**src/hdl/tccs_pkg.sv**
```systemverilog
`default_nettype none

package tccs_pkg;

  // Default geometry of video memory and screen
  localparam int unsigned VMEM_WORDS_DEF    = 16384;
  localparam int unsigned CONSOLE_COUNT_DEF = 3;
  localparam int unsigned SCREEN_WIDTH_DEF  = 80;
  localparam int unsigned SCREEN_CELLS_DEF  = 2000;

  // Address width on the output side
  localparam int OUT_AW = 14;

  // Special character codes
  localparam logic [7:0] CH_NEWLINE   = 8'd10;
  localparam logic [7:0] CH_BACKSPACE = 8'd8;
  localparam logic [7:0] CH_SPACE     = 8'd32;

  // Register map: bit 2 of the byte address selects the register slot
  localparam logic       REG_CHAR_ATTR = 1'b0;
  localparam logic [7:0] ATTR_RESET    = 8'd7;

  typedef enum logic [1:0] {
    KIND_PUT    = 2'd0,
    KIND_UP     = 2'd1,
    KIND_DOWN   = 2'd2,
    KIND_SELECT = 2'd3
  } kind_t;

  // Datapath micro-operations
  typedef enum logic [2:0] {
    U_NOP,
    U_CHAR,
    U_NEWLINE,
    U_BACKSP,
    U_SCROLL,
    U_SCR_UP,
    U_SCR_DN,
    U_SELECT
  } uop_t;

  // Sequencer jump conditions
  typedef enum logic [1:0] {
    J_NEXT,
    J_ALWAYS,
    J_DISPATCH,
    J_NEED
  } cond_t;

  localparam int PC_W = 4;

  // Program labels
  localparam logic [PC_W-1:0] PC_DISP   = 4'd0;
  localparam logic [PC_W-1:0] PC_CHAR   = 4'd1;
  localparam logic [PC_W-1:0] PC_NL     = 4'd2;
  localparam logic [PC_W-1:0] PC_BS     = 4'd3;
  localparam logic [PC_W-1:0] PC_SCROLL = 4'd4;
  localparam logic [PC_W-1:0] PC_FINISH = 4'd5;
  localparam logic [PC_W-1:0] PC_UP     = 4'd6;
  localparam logic [PC_W-1:0] PC_DOWN   = 4'd7;
  localparam logic [PC_W-1:0] PC_SEL    = 4'd8;

  typedef struct packed {
    uop_t            op;
    cond_t           cond;
    logic [PC_W-1:0] target;
    logic            last;
  } ctl_t;

  // Status flags from datapath to sequencer
  typedef struct packed {
    logic  bad;
    kind_t kind;
    logic  is_nl;
    logic  is_bs;
    logic  need_scroll;
  } stat_t;

  typedef struct packed {
    logic              mem_write;
    logic [OUT_AW-1:0] mem_addr;
    logic [7:0]        mem_char;
    logic [7:0]        mem_attr;
    logic              display_update;
    logic [OUT_AW-1:0] cursor_pos;
    logic [OUT_AW-1:0] view_start;
    logic              ignored;
  } res_t;

  // Control store
  function automatic ctl_t ucode(input logic [PC_W-1:0] pc);
    ctl_t w;
    case (pc)
      PC_DISP:   w = '{op: U_NOP,     cond: J_DISPATCH, target: PC_DISP,   last: 1'b0};
      PC_CHAR:   w = '{op: U_CHAR,    cond: J_ALWAYS,   target: PC_SCROLL, last: 1'b0};
      PC_NL:     w = '{op: U_NEWLINE, cond: J_ALWAYS,   target: PC_SCROLL, last: 1'b0};
      PC_BS:     w = '{op: U_BACKSP,  cond: J_NEXT,     target: PC_SCROLL, last: 1'b0};
      PC_SCROLL: w = '{op: U_SCROLL,  cond: J_NEED,     target: PC_SCROLL, last: 1'b0};
      PC_FINISH: w = '{op: U_NOP,     cond: J_NEXT,     target: PC_FINISH, last: 1'b1};
      PC_UP:     w = '{op: U_SCR_UP,  cond: J_ALWAYS,   target: PC_FINISH, last: 1'b0};
      PC_DOWN:   w = '{op: U_SCR_DN,  cond: J_ALWAYS,   target: PC_FINISH, last: 1'b0};
      PC_SEL:    w = '{op: U_SELECT,  cond: J_ALWAYS,   target: PC_FINISH, last: 1'b0};
      default:   w = '{op: U_NOP,     cond: J_NEXT,     target: PC_FINISH, last: 1'b1};
    endcase
    return w;
  endfunction

  // Entry point of the routine for one item
  function automatic logic [PC_W-1:0] dispatch(input stat_t st);
    logic [PC_W-1:0] t;
    if (st.bad) begin
      t = PC_FINISH;
    end else begin
      case (st.kind)
        KIND_PUT:    t = st.is_nl ? PC_NL : (st.is_bs ? PC_BS : PC_CHAR);
        KIND_UP:     t = PC_UP;
        KIND_DOWN:   t = PC_DOWN;
        KIND_SELECT: t = PC_SEL;
        default:     t = PC_FINISH;
      endcase
    end
    return t;
  endfunction

endpackage

`default_nettype wire

```
**src/hdl/tccs_seq.sv**
```systemverilog
`default_nettype none

module tccs_seq (
  input  logic           clk,
  input  logic           rst,
  input  logic           start,
  input  logic           stall,
  input  tccs_pkg::stat_t stat,
  output tccs_pkg::ctl_t  ctl,
  output logic           step_en,
  output logic           finish,
  output logic           busy
);
  import tccs_pkg::*;

  logic [PC_W-1:0] pc;
  logic [PC_W-1:0] pc_next;
  logic            busy_next;

  // Fetch the control word and pick the next step
  always_comb begin
    ctl     = ucode(pc);
    step_en = busy && !(ctl.last && stall);
    finish  = step_en && ctl.last;
    case (ctl.cond)
      J_NEXT:     pc_next = pc + 4'd1;
      J_ALWAYS:   pc_next = ctl.target;
      J_DISPATCH: pc_next = dispatch(stat);
      J_NEED:     pc_next = stat.need_scroll ? ctl.target : pc + 4'd1;
      default:    pc_next = pc + 4'd1;
    endcase
    busy_next = busy;
    if (start) begin
      busy_next = 1'b1;
      pc_next   = PC_DISP;
    end else if (!step_en) begin
      pc_next = pc;
    end else if (ctl.last) begin
      busy_next = 1'b0;
      pc_next   = PC_DISP;
    end
  end

  always_ff @(posedge clk) begin
    if (rst) begin
      pc   <= PC_DISP;
      busy <= 1'b0;
    end else begin
      pc   <= pc_next;
      busy <= busy_next;
    end
  end

endmodule

`default_nettype wire

```
**src/hdl/tccs_dp.sv**
```systemverilog
`default_nettype none

module tccs_dp #(
  parameter int unsigned VMEM_WORDS    = tccs_pkg::VMEM_WORDS_DEF,
  parameter int unsigned CONSOLE_COUNT = tccs_pkg::CONSOLE_COUNT_DEF,
  parameter int unsigned SCREEN_WIDTH  = tccs_pkg::SCREEN_WIDTH_DEF,
  parameter int unsigned SCREEN_CELLS  = tccs_pkg::SCREEN_CELLS_DEF
) (
  input  logic            clk,
  input  logic            rst,
  input  logic            load,
  input  tccs_pkg::kind_t kind,
  input  logic [2:0]      console_index,
  input  logic [7:0]      char_code,
  input  logic [7:0]      char_attribute,
  input  tccs_pkg::ctl_t  ctl,
  input  logic            step_en,
  input  logic            finish,
  output tccs_pkg::stat_t stat,
  output tccs_pkg::res_t  res
);
  import tccs_pkg::*;

  localparam int unsigned SLICE = VMEM_WORDS / CONSOLE_COUNT;
  localparam int AW  = $clog2(VMEM_WORDS + SCREEN_CELLS + SCREEN_WIDTH + 1);
  localparam int CIW = (CONSOLE_COUNT > 1) ? $clog2(CONSOLE_COUNT) : 1;
  localparam logic [AW-1:0] SLICE_A = AW'(SLICE);
  localparam logic [AW-1:0] LINE_A  = AW'(SCREEN_WIDTH);
  localparam logic [AW-1:0] CELLS_A = AW'(SCREEN_CELLS);

  // Per-console state; line_store keeps the start of the cursor's line
  logic [AW-1:0]  cursor_store [CONSOLE_COUNT];
  logic [AW-1:0]  view_store   [CONSOLE_COUNT];
  logic [AW-1:0]  line_store   [CONSOLE_COUNT];
  logic [CIW-1:0] current;

  // Working registers of the item in flight
  kind_t          kind_r;
  logic [7:0]     ch_r;
  logic [CIW-1:0] idx_r;
  logic           bad_r;
  logic [AW-1:0]  cur;
  logic [AW-1:0]  start;
  logic [AW-1:0]  line;
  logic [AW-1:0]  base;
  logic [AW-1:0]  lim;
  logic           wr;
  logic [AW-1:0]  waddr;
  logic [7:0]     wchar;

  logic           bad_in;
  logic [CIW-1:0] sel;
  logic [AW-1:0]  base_in;
  logic [AW-1:0]  cur_inc;
  logic [AW-1:0]  cur_dec;
  logic [AW-1:0]  line_next;
  logic [AW-1:0]  view_end;
  logic           need;
  logic           upd;

  // Decode the console number of an incoming item
  always_comb begin
    bad_in  = {1'b0, console_index} >= 4'(CONSOLE_COUNT);
    sel     = bad_in ? '0 : console_index[CIW-1:0];
    base_in = AW'(sel) * SLICE_A;
  end

  always_comb begin
    cur_inc   = cur + AW'(1);
    cur_dec   = cur - AW'(1);
    line_next = line + LINE_A;
    view_end  = start + CELLS_A;
    need      = (cur >= view_end) && (view_end < lim);
  end

  // Load the item, then apply one micro-operation per step
  always_ff @(posedge clk) begin
    if (load) begin
      kind_r <= kind;
      ch_r   <= char_code;
      idx_r  <= sel;
      bad_r  <= bad_in;
      cur    <= cursor_store[sel];
      start  <= view_store[sel];
      line   <= line_store[sel];
      base   <= base_in;
      lim    <= base_in + SLICE_A;
      wr     <= 1'b0;
      waddr  <= '0;
      wchar  <= '0;
    end else if (step_en) begin
      case (ctl.op)
        U_CHAR: begin
          if (cur_inc < lim) begin
            wr    <= 1'b1;
            waddr <= cur;
            wchar <= ch_r;
            cur   <= cur_inc;
            if (cur_inc == line_next) line <= line_next;
          end
        end
        U_NEWLINE: begin
          if (cur + LINE_A < lim) begin
            cur  <= line_next;
            line <= line_next;
          end
        end
        U_BACKSP: begin
          if (cur > base) begin
            wr    <= 1'b1;
            waddr <= cur_dec;
            wchar <= CH_SPACE;
            cur   <= cur_dec;
            if (cur_dec < line) line <= line - LINE_A;
          end
        end
        U_SCROLL: begin
          if (need) start <= start + LINE_A;
        end
        U_SCR_UP: begin
          if (start > base) start <= start - LINE_A;
        end
        U_SCR_DN: begin
          if (view_end < lim) start <= start + LINE_A;
        end
        default: begin
        end
      endcase
    end
  end

  // Write back console state at the end of an item
  always_ff @(posedge clk) begin
    if (rst) begin
      for (int c = 0; c < CONSOLE_COUNT; c++) begin
        cursor_store[c] <= AW'(c) * SLICE_A;
        view_store[c]   <= AW'(c) * SLICE_A;
        line_store[c]   <= AW'(c) * SLICE_A;
      end
      current <= '0;
    end else begin
      if (finish && !bad_r) begin
        cursor_store[idx_r] <= cur;
        view_store[idx_r]   <= start;
        line_store[idx_r]   <= line;
      end
      if (step_en && ctl.op == U_SELECT) current <= idx_r;
    end
  end

  // Status and result
  always_comb begin
    upd                = !bad_r && (current == idx_r);
    stat.bad           = bad_r;
    stat.kind          = kind_r;
    stat.is_nl         = ch_r == CH_NEWLINE;
    stat.is_bs         = ch_r == CH_BACKSPACE;
    stat.need_scroll   = need;
    res.mem_write      = wr && !bad_r;
    res.mem_addr       = res.mem_write ? OUT_AW'(waddr) : '0;
    res.mem_char       = res.mem_write ? wchar : '0;
    res.mem_attr       = res.mem_write ? char_attribute : '0;
    res.display_update = upd;
    res.cursor_pos     = upd ? OUT_AW'(cur) : '0;
    res.view_start     = upd ? OUT_AW'(start) : '0;
    res.ignored        = bad_r;
  end

endmodule

`default_nettype wire

```
**src/hdl/text_console_cursor_scroll.sv**
```systemverilog
// A character, newline or backspace runs dispatch, its operation, a scroll step
// repeated while the view must scroll, and finish; scroll and select items run
// dispatch, their operation and finish; an item with an out-of-range console runs
// dispatch and finish. One item in flight at a time; the next is taken the cycle
// after the result is registered. A waiting result holds the last step.
// Synchronous reset: cursors and view starts at slice base, console 0, attribute 7.
`default_nettype none

module text_console_cursor_scroll #(
  parameter int unsigned VMEM_WORDS    = tccs_pkg::VMEM_WORDS_DEF,
  parameter int unsigned CONSOLE_COUNT = tccs_pkg::CONSOLE_COUNT_DEF,
  parameter int unsigned SCREEN_WIDTH  = tccs_pkg::SCREEN_WIDTH_DEF,
  parameter int unsigned SCREEN_CELLS  = tccs_pkg::SCREEN_CELLS_DEF
) (
  input  logic        clk,
  input  logic        rst,
  input  logic        s_tvalid,
  output logic        s_tready,
  input  logic [15:0] s_tdata,   // console_index[2:0], char_code[10:3]
  input  logic [1:0]  s_tuser,   // kind[1:0]
  output logic        m_tvalid,
  input  logic        m_tready,
  // mem_addr[13:0], mem_char[21:14], mem_attr[29:22], cursor_pos[43:30],
  // view_start[57:44]
  output logic [63:0] m_tdata,
  output logic [2:0]  m_tuser,   // mem_write[0], display_update[1], ignored[2]
  input  logic        psel,
  input  logic        penable,
  input  logic        pwrite,
  input  logic [2:0]  paddr,
  input  logic [31:0] pwdata,
  output logic [31:0] prdata,
  output logic        pready
);
  import tccs_pkg::*;

  logic [7:0] char_attribute;
  logic       load;
  logic       stall;
  logic       step_en;
  logic       finish;
  logic       busy;
  ctl_t       ctl;
  stat_t      stat;
  res_t       res;

  // Configuration register
  assign pready = 1'b1;
  assign prdata = (paddr[2] == REG_CHAR_ATTR) ? {24'd0, char_attribute} : 32'd0;

  always_ff @(posedge clk) begin
    if (rst) begin
      char_attribute <= ATTR_RESET;
    end else if (psel && penable && pwrite && pready && paddr[2] == REG_CHAR_ATTR) begin
      char_attribute <= pwdata[7:0];
    end
  end

  // Input handshake
  assign s_tready = !busy;
  assign load     = s_tvalid && s_tready;
  assign stall    = m_tvalid && !m_tready;

  tccs_seq u_seq (
    .clk     (clk),
    .rst     (rst),
    .start   (load),
    .stall   (stall),
    .stat    (stat),
    .ctl     (ctl),
    .step_en (step_en),
    .finish  (finish),
    .busy    (busy)
  );

  tccs_dp #(
    .VMEM_WORDS    (VMEM_WORDS),
    .CONSOLE_COUNT (CONSOLE_COUNT),
    .SCREEN_WIDTH  (SCREEN_WIDTH),
    .SCREEN_CELLS  (SCREEN_CELLS)
  ) u_dp (
    .clk            (clk),
    .rst            (rst),
    .load           (load),
    .kind           (kind_t'(s_tuser)),
    .console_index  (s_tdata[2:0]),
    .char_code      (s_tdata[10:3]),
    .char_attribute (char_attribute),
    .ctl            (ctl),
    .step_en        (step_en),
    .finish         (finish),
    .stat           (stat),
    .res            (res)
  );

  // Output register; hold the item until taken
  always_ff @(posedge clk) begin
    if (rst) begin
      m_tvalid <= 1'b0;
    end else if (finish) begin
      m_tvalid <= 1'b1;
    end else if (m_tready) begin
      m_tvalid <= 1'b0;
    end
  end

  always_ff @(posedge clk) begin
    if (finish) begin
      m_tdata <= {6'd0, res.view_start, res.cursor_pos, res.mem_attr, res.mem_char,
                  res.mem_addr};
      m_tuser <= {res.ignored, res.display_update, res.mem_write};
    end
  end

endmodule

`default_nettype wire

```
**config.mk**
```make
export PLATFORM = sky130hd
export DESIGN_NAME = text_console_cursor_scroll
export DESIGN_NICKNAME = d
export VERILOG_FILES = /design/src/hdl/tccs_pkg.sv /design/src/hdl/tccs_seq.sv /design/src/hdl/tccs_dp.sv /design/src/hdl/text_console_cursor_scroll.sv
export SDC_FILE = /design/constraint.sdc
export NUM_CORES = 1
export LEC_CHECK = 0
export ABC_CLOCK_PERIOD_IN_PS = 7300
export BUFFER_PORTS_ARGS = -buffer_cell sky130_fd_sc_hd__buf_4
export CAP_MARGIN = 0
export CORE_MARGIN = 4
export CORE_UTILIZATION = 25
export CTS_BUF_LIST = sky130_fd_sc_hd__clkbuf_16
export DETAILED_ROUTE_END_ITERATION = 10
export PLACE_DENSITY = 0.37
export SYNTH_ARGS = -nofsm -noshare
export SYNTH_HDL_FRONTEND = slang
export SYNTH_HIERARCHICAL = 1
export SYNTH_SLANG_ARGS = --single-unit
```
**constraint.sdc**
```tcl
create_clock -name clk -period 7.3 [get_ports clk]
set_input_delay 1.46 -clock clk [delete_from_list [all_inputs] [get_ports clk]]
set_output_delay 1.46 -clock clk [all_outputs]
set_load 0.01 [all_outputs]
```
==> out/metrics.csv <==
stage,metric,value,unit
cts,cts_tree,yes,
sta,min_period_over_period,70.0,%
cts,h-tree-depth,2,
final_layout,nets,1910,
worst_setup_path,required,7780,ps
power_and_ir_drop,switchingPower,1420,uW
sta,hold_viol_final,0,
sta,tightestPinTransition,1200,ps
worst_setup_path,worst_ep_arrival_time,5590,ps
worst_setup_path,worst-path-max-fanout,8,
routing,dr_total_vias,12900,
synthesis,yosys_warnings,6,
sta,clock-skew-final,19.8,ps
hold_path,min_to,u_dp/wr,
global_route,grt_max_degree,63,
power_and_ir_drop,p_leak,0.00799,uW
routing,dr.pass1.iters,5,
synthesis,syn-mean-instance-area,10.8,um^2
power_and_ir_drop,powerDensity,231,mW/mm^2
final_layout,syn_to_final_growth,16.1,%
worst_setup_path,r2r_cells,18,
floorplan,start_util,25.3,%
routing,routedWlPerCell,21.5,um
power_and_ir_drop,peakVddDrop,143,uV
hold_path,min_path_cells,2,
power_and_ir_drop,seqPwrFrac,43.6,%
job,cap_violations,0,
global_route,overflow,0,
power_and_ir_drop,p_sw_share,29.9,%
final_layout,stdcell_count,2689,
floorplan,die_h,275,um
cts,cts_hold_buf,0,
global_route,grt_pass1_wl,85.6,mm
global_route,grt_use_total,15.1,%
final_layout,drive_gt1_share,13.4,%
routing,drc,0,
worst_setup_path,rrSetupSlack,2190,ps
routing,drt_iter0_markers,698,
worst_setup_path,rr_startpoint,u_dp/start[9],
placed_design,dpl.hpwl,38.0,mm
cts,clkTransAtPathRegs,50,ps
routing,drtAntennaViolNets,0,
sta,setup_viol,0,
worst_setup_path,cp-start-kind,register,
sta,maxSlewViolCount,0,
power_and_ir_drop,p_int,3340,uW
final_layout,fin_util,29.4,%
global_route,grt_pass1_vias,13200,
sta,fmax,196,MHz
floorplan,die_area,0.0754,mm^2
floorplan,core,0.0703,mm^2
worst_setup_path,reg2reg_to,u_seq/ctl[5],
sta,rsz0062_at_grt,no,
sta,fin_crit,5110,ps
worst_setup_path,crit_type,reg2reg,
hold_path,min_from,u_dp/wr,
cts,cts_resized,0,
floorplan,pin_count,162,
floorplan,rows,97,
cts,clockBufferDepth,3,
status,status,"finished, final reports clean",
cts,clock-sinks,305,
global_route,antenna_found_initial,1,
sta,relSlewSlack,19.9,%
hold_path,min_path_type,reg2reg,
power_and_ir_drop,comb_power_share,18.4,%
routing,viasPerCell,4.80,
placed_design,place_congestion,0.826,
cts,cts_buffers,40,
cts,cts_root_buffer,clkbuf_16,
routing,wl,57.9,mm
power_and_ir_drop,clockPowerShare,38.0,%
placed_design,numPortBuffers,99,
worst_setup_path,endpoint_kind,register,
sta,finalSetupTns,0,ps
cts,post-cts-setup-buffers,0,
cts,clk_latency,560,ps
placed_design,place_inst,2617,
synthesis,syn_inst,1647,
synthesis,netlist_area,0.0178,mm^2
floorplan,die_x,275,um
layout by cell type, fill, tap and decap left out, types with 12 or more instances in the layout:
cell type / instances
nand2_1: 84
buf_4: 137
a21o_1: 26
inv_1: 77
nand2b_1: 29
ha_1: 130
a21oi_1: 96
o211ai_1: 32
dfxtp_1: 47
xnor2_1: 54
clkbuf_16: 42
mux2i_1: 58
nor2b_1: 20
nand4_1: 21
nor4_1: 22
nor2_1: 105
conb_1: 31
edfxtp_1: 258
nand3_1: 23
and2_1: 62
o21a_1: 17
o21ai_0: 50
xor2_1: 36
a211oi_1: 18
clkinv_1: 12
nor3_1: 39
or3_1: 13
and3_1: 60
registers in the layout (all words and copies together), names as in the netlist, 2 cells and up:
register           flops
u_dp/ch_r              8
u_dp/cur              15
u_dp/view_store       45
u_dp/start            15
u_dp/kind_r            2
m_tuser                3
u_dp/wchar             8
u_dp/lim               4
u_seq/ctl              8
u_dp/line_store       45
u_dp/waddr            14
u_dp/line             15
u_seq/pc               4
u_dp/cursor_store     45
m_tdata               58
u_dp/current           2
char_attribute         8
area by class of cell:
type,count,area [um^2]
Fill cell,7273,49600
Sequential cell,305,8690
Multi-Input combinational cell,1165,8280
Clock inverter,29,138
Timing Repair Buffer,137,1030
Antenna cell,1,2.50
Inverter,70,263
Clock buffer,42,1050
Tap cell,940,1180
metrics by stage:
step	cell area (um^2)	setup slack (ps)	hold slack, ps	total power (uW)
final	20600	2190	466	4760
after global routing	20600	1790	500	5020
after CTS	20600	2120	464	4840
after detailed placement	19400	2140	451	3000
after global placement	19400	2170	441	2980
after floorplan	17900	1580	429	2700
power by group through the flow:
stage                     sequential (uW)  combinational (uW)  clock, uW
final                                2080                 877       1810
after global routing                 2090                 988       1940
after CTS                            2080                 887       1880
after detailed placement             2110                 883          0
after global placement               2110                 872          0
after floorplan                      2050                 646          0
how the worst max path moves through the flow:
stage / startpoint / slack [ps] / to / cells past startpoint
finish: u_dp/start[9] / 2190 / u_seq/ctl[5] / 18
global route: u_dp/start[9] / 1790 / u_seq/ctl[5] / 18
CTS: u_dp/start[9] / 2120 / u_seq/ctl[5] / 18
detailed placement: u_dp/start[9] / 2140 / u_seq/ctl[5] / 18
global placement: u_dp/start[9] / 2170 / u_seq/ctl[5] / 18
floorplan: m_tready / 1580 / u_dp/cursor_store[1][0] / 9
worst max-delay path: stages (launching register included):
cell and delay, ps:
edfxtp_1 550, or4_1 610, or3_1 380, nand4_1 120
xnor2_1 190, ha_1 300, and4_1 210, a21oi_1 150
o211ai_1 100, a21oi_1 210, o21a_1 350, and3b_1 240
nor2_1 210, o221ai_1 160, a32oi_2 390, inv_1 150
ha_1 210, or3_1 340, o221ai_2 170
per-layer routing:
metal	share of wire (%)	track usage, %	vias to the layer above	wire, um
li1	-	-	6118	-
met4	2.5	4.37	0	1460
met5	0	0	-	0
met2	49	26.2	248	28300
met1	45	19.8	6456	26200
met3	3.3	1.81	74	1890
No activity file was read; power rests on OpenSTA's default activity.
